### config.mk
export PLATFORM = sky130hd
export DESIGN_NAME = adaptive_threshold_detector
export DESIGN_NICKNAME = d
export VERILOG_FILES = /design/src/hw/rtl/atd_pkg.sv /design/src/hw/rtl/adaptive_threshold_detector.sv
export SDC_FILE = /design/constraint.sdc
export NUM_CORES = 1
export LEC_CHECK = 0
export CAP_MARGIN = 20
export CORE_MARGIN = 5
export CORE_UTILIZATION = 30
export DETAILED_ROUTE_END_ITERATION = 8
export DONT_BUFFER_PORTS = 1
export SLEW_MARGIN = 20
export SYNTH_ARGS = -nofsm -noshare
export SYNTH_HDL_FRONTEND = slang
export SYNTH_SLANG_ARGS = --single-unit
### constraint.sdc
create_clock -name clk -period 5.2 [get_ports clk]
set_input_delay 0.52 -clock clk [delete_from_list [all_inputs] [get_ports clk]]
set_output_delay 0.52 -clock clk [all_outputs]
set_load 0.01 [all_outputs]
### src/hw/rtl/atd_pkg.sv
// shared widths, register indexes and reset values for the adaptive threshold detector
`timescale 1ns / 1ps
`default_nettype none
package atd_pkg;

  localparam int SAMPLE_W  = 8;
  localparam int LIMIT_W   = 8;
  localparam int CFG_W     = 8;
  localparam int CFG_IDX_W = 1;
  localparam int M_DATA_W  = 16;

  typedef enum logic [CFG_IDX_W-1:0] {
    REG_THRESHOLD = 1'b0,
    REG_CALIB     = 1'b1
  } cfg_reg_t;

  localparam logic [CFG_W-1:0] THRESHOLD_RST = 8'd10;
  localparam logic [CFG_W-1:0] CALIB_RST     = 8'd20;

  // result beat, highest bits first
  typedef struct packed {
    logic [M_DATA_W-LIMIT_W-3:0] pad;
    logic [LIMIT_W-1:0]          current_limit;
    logic                        active_now;
    logic                        event_res;
  } out_data_t;

endpackage
`default_nettype wire

### src/hw/rtl/adaptive_threshold_detector.sv
// adaptive threshold detector: calibration window, running mean limit, event detection
//
//  channel | dir | handshake              | payload
//  s       | in  | s_tvalid / s_tready    | s_tdata: sample
//  m       | out | m_tvalid / m_tready    | m_tdata: event_res, active_now, current_limit;
//          |     |                        | m_tuser: calibrating
//  cfg     | in  | cfg_we                 | cfg_index, cfg_data
//
// one beat per cycle while m is not stalled; a result appears in the cycle after its sample is taken
// the critical path is the running sum update, the reciprocal multiply for the mean
// and the threshold subtract
// the output register is refilled in the cycle it is drained, so a stall on m only
// holds s_tready low while a result waits; rst is synchronous and clears all state but the result register
`timescale 1ns / 1ps
`default_nettype none
module adaptive_threshold_detector #(
  parameter int WINDOW = 4
) (
  input  wire logic                            clk,
  input  wire logic                            rst,
  input  wire logic                            s_tvalid,
  output logic                                 s_tready,
  input  wire logic [atd_pkg::SAMPLE_W-1:0]    s_tdata,   // [7:0] sample
  output logic                                 m_tvalid,
  input  wire logic                            m_tready,
  output logic [atd_pkg::M_DATA_W-1:0]         m_tdata,   // [0] event_res, [1] active_now,
                                                          // [9:2] current_limit, rest zero
  output logic                                 m_tuser,   // [0] calibrating
  input  wire logic                            cfg_we,
  input  wire logic [atd_pkg::CFG_IDX_W-1:0]   cfg_index,
  input  wire logic [atd_pkg::CFG_W-1:0]       cfg_data
);
  import atd_pkg::*;

  localparam int IDX_W   = $clog2(WINDOW);
  localparam int SUM_W   = SAMPLE_W + IDX_W;
  localparam int SHIFT   = SUM_W + IDX_W;
  localparam int RECIP_W = SUM_W + 1;
  localparam int PROD_W  = SUM_W + RECIP_W;
  localparam logic [RECIP_W-1:0] RECIP = RECIP_W'(((2 ** SHIFT) + WINDOW - 1) / WINDOW);
  localparam logic [IDX_W-1:0]   LAST_IDX = IDX_W'(WINDOW - 1);

  logic [CFG_W-1:0]    threshold;
  logic [CFG_W-1:0]    calib_samples;
  logic [SAMPLE_W-1:0] window [WINDOW];
  logic [IDX_W-1:0]    window_index;
  logic [SUM_W-1:0]    sum;
  logic [LIMIT_W-1:0]  limit_reg;
  logic                active_flag;
  logic [CFG_W-1:0]    calib_count;
  out_data_t           out_data;
  logic                out_calib;

  logic                accept;
  logic                in_calib;
  logic                below;
  logic                push;
  logic                set_limit;
  logic [IDX_W-1:0]    window_index_next;
  logic [SUM_W-1:0]    sum_next;
  logic [PROD_W-1:0]   prod;
  logic [LIMIT_W-1:0]  limit_new;
  logic [LIMIT_W-1:0]  limit_next;
  logic                active_next;
  logic                event_next;
  logic [CFG_W-1:0]    calib_count_next;

  assign s_tready = !m_tvalid || m_tready;
  assign accept   = s_tvalid && s_tready;

  always_comb begin
    in_calib          = calib_count < calib_samples;
    below             = s_tdata < limit_reg;
    push              = in_calib || !below;
    calib_count_next  = calib_count + 8'd1;
    window_index_next = (window_index == LAST_IDX) ? '0 : window_index + IDX_W'(1);
    sum_next          = sum - SUM_W'(window[window_index]) + SUM_W'(s_tdata);
    prod              = PROD_W'(sum_next) * PROD_W'(RECIP);
    limit_new         = prod[SHIFT +: LIMIT_W] - threshold;
    set_limit         = in_calib ? (calib_count_next == calib_samples) : !below;
    limit_next        = set_limit ? limit_new : limit_reg;
    event_next        = !in_calib && below && !active_flag;
    if (in_calib) begin
      active_next = active_flag;
    end else begin
      active_next = below;
    end
  end

  always_ff @(posedge clk) begin
    if (rst) begin
      threshold     <= THRESHOLD_RST;
      calib_samples <= CALIB_RST;
    end else if (cfg_we) begin
      case (cfg_reg_t'(cfg_index))
        REG_THRESHOLD: threshold     <= cfg_data;
        REG_CALIB:     calib_samples <= cfg_data;
        default: ;
      endcase
    end
  end

  always_ff @(posedge clk) begin
    if (rst) begin
      for (int i = 0; i < WINDOW; i++) begin
        window[i] <= '0;
      end
      window_index <= '0;
      sum          <= '0;
      limit_reg    <= '0;
      active_flag  <= 1'b0;
      calib_count  <= '0;
      m_tvalid     <= 1'b0;
    end else begin
      if (accept) begin
        if (push) begin
          window[window_index] <= s_tdata;
          window_index         <= window_index_next;
          sum                  <= sum_next;
        end
        if (in_calib) begin
          calib_count <= calib_count_next;
        end
        limit_reg   <= limit_next;
        active_flag <= active_next;
        m_tvalid    <= 1'b1;
      end else if (m_tready) begin
        m_tvalid <= 1'b0;
      end
    end
  end

  // result register, loaded on every accepted beat
  always_ff @(posedge clk) begin
    if (accept) begin
      out_data.pad           <= '0;
      out_data.current_limit <= limit_next;
      out_data.active_now    <= active_next;
      out_data.event_res     <= event_next;
      out_calib              <= in_calib;
    end
  end

  assign m_tdata = out_data;
  assign m_tuser = out_calib;

endmodule
`default_nettype wire

# Word-level counts from Yosys, hierarchy flattened
# Memory sizes are Yosys's and may differ from the RTL's. A register that Yosys moved wholly into a read port is not among the register bits.
# Cells that the tools add are included.
# op_classes
add_sub_neg	5
magnitude_cmp	2
eq_ne	2
muxes	17
n_bitwise	1
reduce_logical	15
# op_table
operator	n
< comparator 8 bit	2
two-way mux 8 bit	2
two-way mux 1 bit	11
adder 10 x 8 -> 10 bit	1
subtractor 10 x 8 -> 10 bit	1
adder 8 x 1 -> 8 bit (second input constant)	1
equality test 8 bit	1
two-way mux 2 bit	4
AND reduction 2 bit	4
OR reduction 8 bit	1
subtractor 8 bit	1
zero test 1 bit	4
logical AND 1 bit	3
adder 2 x 1 -> 2 bit (second input constant)	1
equality test 2 bit (second input constant)	1
logical OR 1 bit	2
nonzero test 2 bit	1
NOT 1 bit	1
# word_totals
reg_bits	57
ram_bits	32
inputBits	22
out_inout_bits	19
word_cells	55
mem_count	1
# memory_table
memory	words	word_bits	read_ports	rd_clocked_by_memory_dff	write_ports	line	text
window	4	8	1	1	4	adaptive_threshold_detector.sv:45	logic [SAMPLE_W-1:0] window [WINDOW];

# Depth between registers and ports, before layout
# depth
word_depth	9
depth_mapped	19
depth_no_buf	18

# Least setup slack after synthesis
# Ideal clock, no wire load.
# synth_timing
path_type	register -> register
start	register with a tool-made name
end	register out_data (netlist bit m_tdata[9]), data pin
setup_ps	264
arrival_ps	4403
t_required_ps	4936
path_slack_ps	533
stages_incl_launch_ff	17
path_buffers	1
synth_period_minus_slack_ps	4667
path_cell_list	dfxtp_1 > clkbuf_1 > mux4_2 > fa_1 > inv_1 > ha_1 > a211oi_1 > o21bai_1 > a2111oi_0 > nor3_1 > xor2_1 > ha_1 > o21a_1 > a221o_1 > xnor2_1 > xnor2_1 > o21ai_0
# synth_rtl
item	line	text
end, declared	adaptive_threshold_detector.sv:51	out_data_t out_data;

==> summary by stage <==
Run status
The run finished with clean final reports.

Floorplanning
The starting density of the core is 0.3037. Measured along the x axis, the die boundary spans ~140 um. The number of core rows is 48. The floorplan step defined a die boundary enclosing ~20000 um^2.

The number of I/O pins is slightly above 40. The core area is 17180 um^2. In this run the vertical extent of the chip is between 100 and 150 um.

Worst setup path
The startpoint-to-endpoint class of the critical path is reg -> reg. The type of destination of the critical path is a register. The worst register-to-register path ends at m_tdata[9]$_DFFE_PP_.

Data arrives at the worst endpoint at about 4.7 ns. The critical path launch point type is a register. The worst register-to-register path has a depth of 19.

In this run the register-to-register setup slack is 0.58 ns. Data on the critical path is required at its endpoint by roughly 5.3 ns. The largest single stage delay on the critical path is 0.53 ns. Along the worst path, the maximum fanout reaches 6. On the critical path, the stage with the largest delay is an instance of mux4_2. Walking the worst path, the cells encountered are buf_4 > mux4_2 > ha_1 > inv_1 > ha_1 > inv_1 > fa_1 > nor2b_1 > o21ai_0 > nor2b_1 > xnor2_1 > ha_1 > o21a_1 > o31a_1 > o21a_1 > a221o_1 > xnor2_1 > xnor2_1 > o21ai_0.

Global routing
The via count of the first global-routing pass came to roughly 3700. The global routing stage identified its most utilized layer as met2. The aggregate global-route resource usage is 0.1167. The remaining global-route overflow is 0. For this run, global-route usage on met1 was measured as 0.1398. The initial antenna violation count came to 0. The first global-routing pass estimated around 19 mm of wire.

The met3 layer usage reported by global route is 0.03640. The largest net degree at the start of global routing is 63. For this run, global-route usage on met2 was measured as 0.2012.

Yosys
Yosys mapped the design onto 56 distinct sky130hd cell types. Of the total synthesized cell area, the portion taken by XOR and XNOR cells is 0.05037. During synthesis, Yosys emitted a total of 0 warnings. The share of synthesized area occupied by flip-flops and latches is 0.4318. The share of synthesized area in the top cell type comes to 0.2475. The synthesized netlist cell count is ~520. The post-synthesis average cell area is ~10 um^2. The compound-gate portion of the synthesized area came to 0.1127.

Of the total synthesized cell area, the portion taken by AND, OR, NAND and NOR gates is 0.1619. The most frequently used flop master after synthesis is dfxtp_1. The biggest area contributor in the post-synthesis netlist is edfxtp_1. Of the total synthesized cell area, the portion taken by full adders, half adders and majority gates is 0.1161. The mux contribution to synthesized area is 0.05877. After synthesis, the cell types taking the most area are edfxtp_1 25%, dfxtp_1 18%, ha_1 8.2%.

Counting flops and latches in the post-synthesis netlist gives roughly 90. The fraction of registers with async set/reset is 0. The synthesized design contains between 40 and 50 enable-type register cells. The combinational family with the most area after synthesis is simple AND/OR/NAND/NOR gates. The post-synthesis instance area is around 5200 um^2.

Finish
0 antenna diodes ended up in the layout. The total of fill cells in the finished design is 1792. From synthesis to final layout, the design area changed by 9.379%.

The number of flip-flops in the largest register is 32. The most common cell after layout, fill and taps aside is inv_1. Leaving out filler cells and counting taps, the final layout contains roughly 750. In the layout the commonest cells are 60 x inv_1, 57 x nand2_1, 48 x dfxtp_1, 43 x edfxtp_1, 37 x a21oi_1. Of the cells placed in the final design, the portion with a size suffix greater than 1 is 0.09405. After the last flow step, the layout net total stands at slightly below 600. The register name with the most flops is window. The cell area after layout is between 5000 and 6000 um^2.

STA
Setup repair after global routing left no endpoint under its margin. At the pin with the least slew margin, the transition time is around 0.88 ns. The number of failing hold endpoints at the final stage came to 0. The final sum of negative setup slack is 0 ns.

On the final layout, the worst clock skew is 0.007694 ns. The top achievable clock speed is around 220 MHz. The count of endpoints failing setup in the final report is 0.

The smallest clock period supported by the final layout is computed as approximately 4.6 ns. After layout, the worst setup slack is approximately 0.58 ns. In the finished design, the share of the clock period the worst path needs comes to 0.8879. The number of pins with negative max-slew slack in the final report came to 0. The headroom to the max-slew limit is 0.4088.

Power and ir drop
The clock power share is 0.228. The combinational share of power is 0.472. Summed over all nets, the switching power comes to 1077 uW. The sequential group share of total power is 0.300. IR analysis of the VDD net gives a maximum drop of a little under 300 uV. Summed over all cells, the static leakage comes to ~0.0023 uW. The ratio of total power to cell area is between 500 and 600 nW/um^2. The internal portion of total power is around 1800 uW. Of the total power, the share spent switching nets is 0.3728.

Worst hold path
The kind of path behind the tightest hold check is in -> reg. In this run the most critical hold path is launched from rst. The hold path depth is 1.

Clock network
Clock-pin slew was measured on the worst setup and hold paths at 0.07 ns. The number of buffers added for setup after CTS is 0. The clock reaches the later pin of the worst-skew pair after between 0.3 and 0.4 ns.

The clock net sink count is approximately 90. TritonCTS built the clock tree. No sink is reached through more buffers than the 2 on the longest clock path. The clock tree synthesis step divided the H-tree into 3 levels.

The count of hold-fix buffers inserted at cts is 0. Clock tree synthesis selected as its root buffer the cell clkbuf_16. The total clock buffers created by CTS is 9. The post-cts repair resize count is 0.

Placed design
Prior to clock tree synthesis, the placed netlist has a worst setup slack of roughly 0.62 ns. Once placement completed, the tool counted placed cells totaling 730. Summing all placed instances gives a cell area of around 5400 um^2.

The global placement routability congestion is 0.8290. The wire-length estimate of the detail-placed layout is 8.733 mm. The count of buffers added on input and output ports is 0.

Drt
After detailed routing, the number of remaining DRC violations is 0. The final wirelength is around 11 mm. In this run, the number of DRC markers left after iteration 0 of detailed routing was about 140. The via count is around 3500. After detailed routing, the number of vias per cell comes to 4.686.

The final antenna-violating net count is 0. The routed wirelength normalized by instance count is approximately 15 um. The total iterations of the first detailed-routing run is 4.

Run
The total of max-cap violations is 0.
power by group through the flow:
stage / Sequential (uW) / Clock (uW) / Combinational, uW
4_1_cts: 868 / 672 / 1370
6_report: 866 / 660 / 1360
5_1_grt: 874 / 703 / 1540
3_5_place_dp: 882 / 0 / 1360
3_3_place_gp: 880 / 0 / 1320
2_1_floorplan: 866 / 0 / 1110
Yosys cell counts, types with 2 or more instances:
cell type,n
buf_2,3
buf_1,2
mux2_2,5
mux4_2,8
or3_1,2
o211ai_1,3
nor4_2,3
nand4_1,3
inv_1,60
nor3b_1,2
a211oi_1,8
and2_1,28
nand3b_1,3
a31o_2,4
nor3_1,10
nand2_1,57
a21oi_1,37
o21ai_0,15
o21a_1,4
xnor2_1,17
clkbuf_1,12
mux2i_1,7
edfxtp_1,43
nor2_1,32
and3_2,3
a211o_1,3
xor2_1,13
dfxtp_1,48
nor2b_1,6
nand3_1,3
fa_1,9
a21o_1,3
nand2b_1,5
o21bai_1,2
buf_4,6
ha_1,34
final cells by class:
type / count / area (um^2) / area share
tap: 225 / 281.5 / 0.04934
clock buffer: 14 / 290.3 / 0.05088
multi-input combinational: 352 / 2630 / 0.4610
clock inverter: 2 / 15.01 / 0.002632
inverter: 61 / 229.0 / 0.04013
timing repair buffer: 1 / 7.507 / 0.001316
sequential: 91 / 2252 / 0.3947
how the worst max path moves through the flow:
stage	start	to	cells past startpoint
floorplan	register	m_tdata[9]$_DFFE_PP_	16
global placement	register	m_tdata[9]$_DFFE_PP_	15
detailed placement	register	m_tdata[9]$_DFFE_PP_	15
finish	register	m_tdata[9]$_DFFE_PP_	19
global route	register	m_tdata[9]$_DFFE_PP_	15
CTS	register	m_tdata[9]$_DFFE_PP_	15
critical path: cells and delay by family (launching register included):
family | cells | cell delay, ns
and+or+nand+nor | 2 | 0.26
DFF | 1 | 0.39
xor gates and xnor gates | 3 | 0.61
AOI/OAI and AO/OA | 6 | 1.01
muxes | 1 | 0.53
adders and majority gates | 4 | 1.21
buffers and inverters | 3 | 0.33
stage by stage:
stage            util  hold slack (ns)  total power (uW)
3_3_place_gp   0.3144           0.4421              2197
6_report       0.3322           0.2580              2890
3_5_place_dp   0.3144           0.4424              2239
4_1_cts        0.3322           0.2409              2909
5_1_grt        0.3322           0.2423              3116
2_1_floorplan       -           0.4363              1971
kinds of logic after synthesis:
| kind of cell | after synthesis |
|---|---|
| muxes | 20 |
| and+or+nand+nor | 164 |
| xor gates and xnor gates | 30 |
| AOI/OAI and AO/OA | 89 |
| DFF | 91 |
| other | 1 |
| buffers and inverters | 85 |
| adders and majority gates | 43 |
metal layers:
layer | share of wire | routed length (um)
met1 | 0.45 | 5078
met2 | 0.48 | 5377
met3 | 0.055 | 615
met4 | 0.016 | 179
met5 | 0 | 0
(Power assumes the default switching activity.)
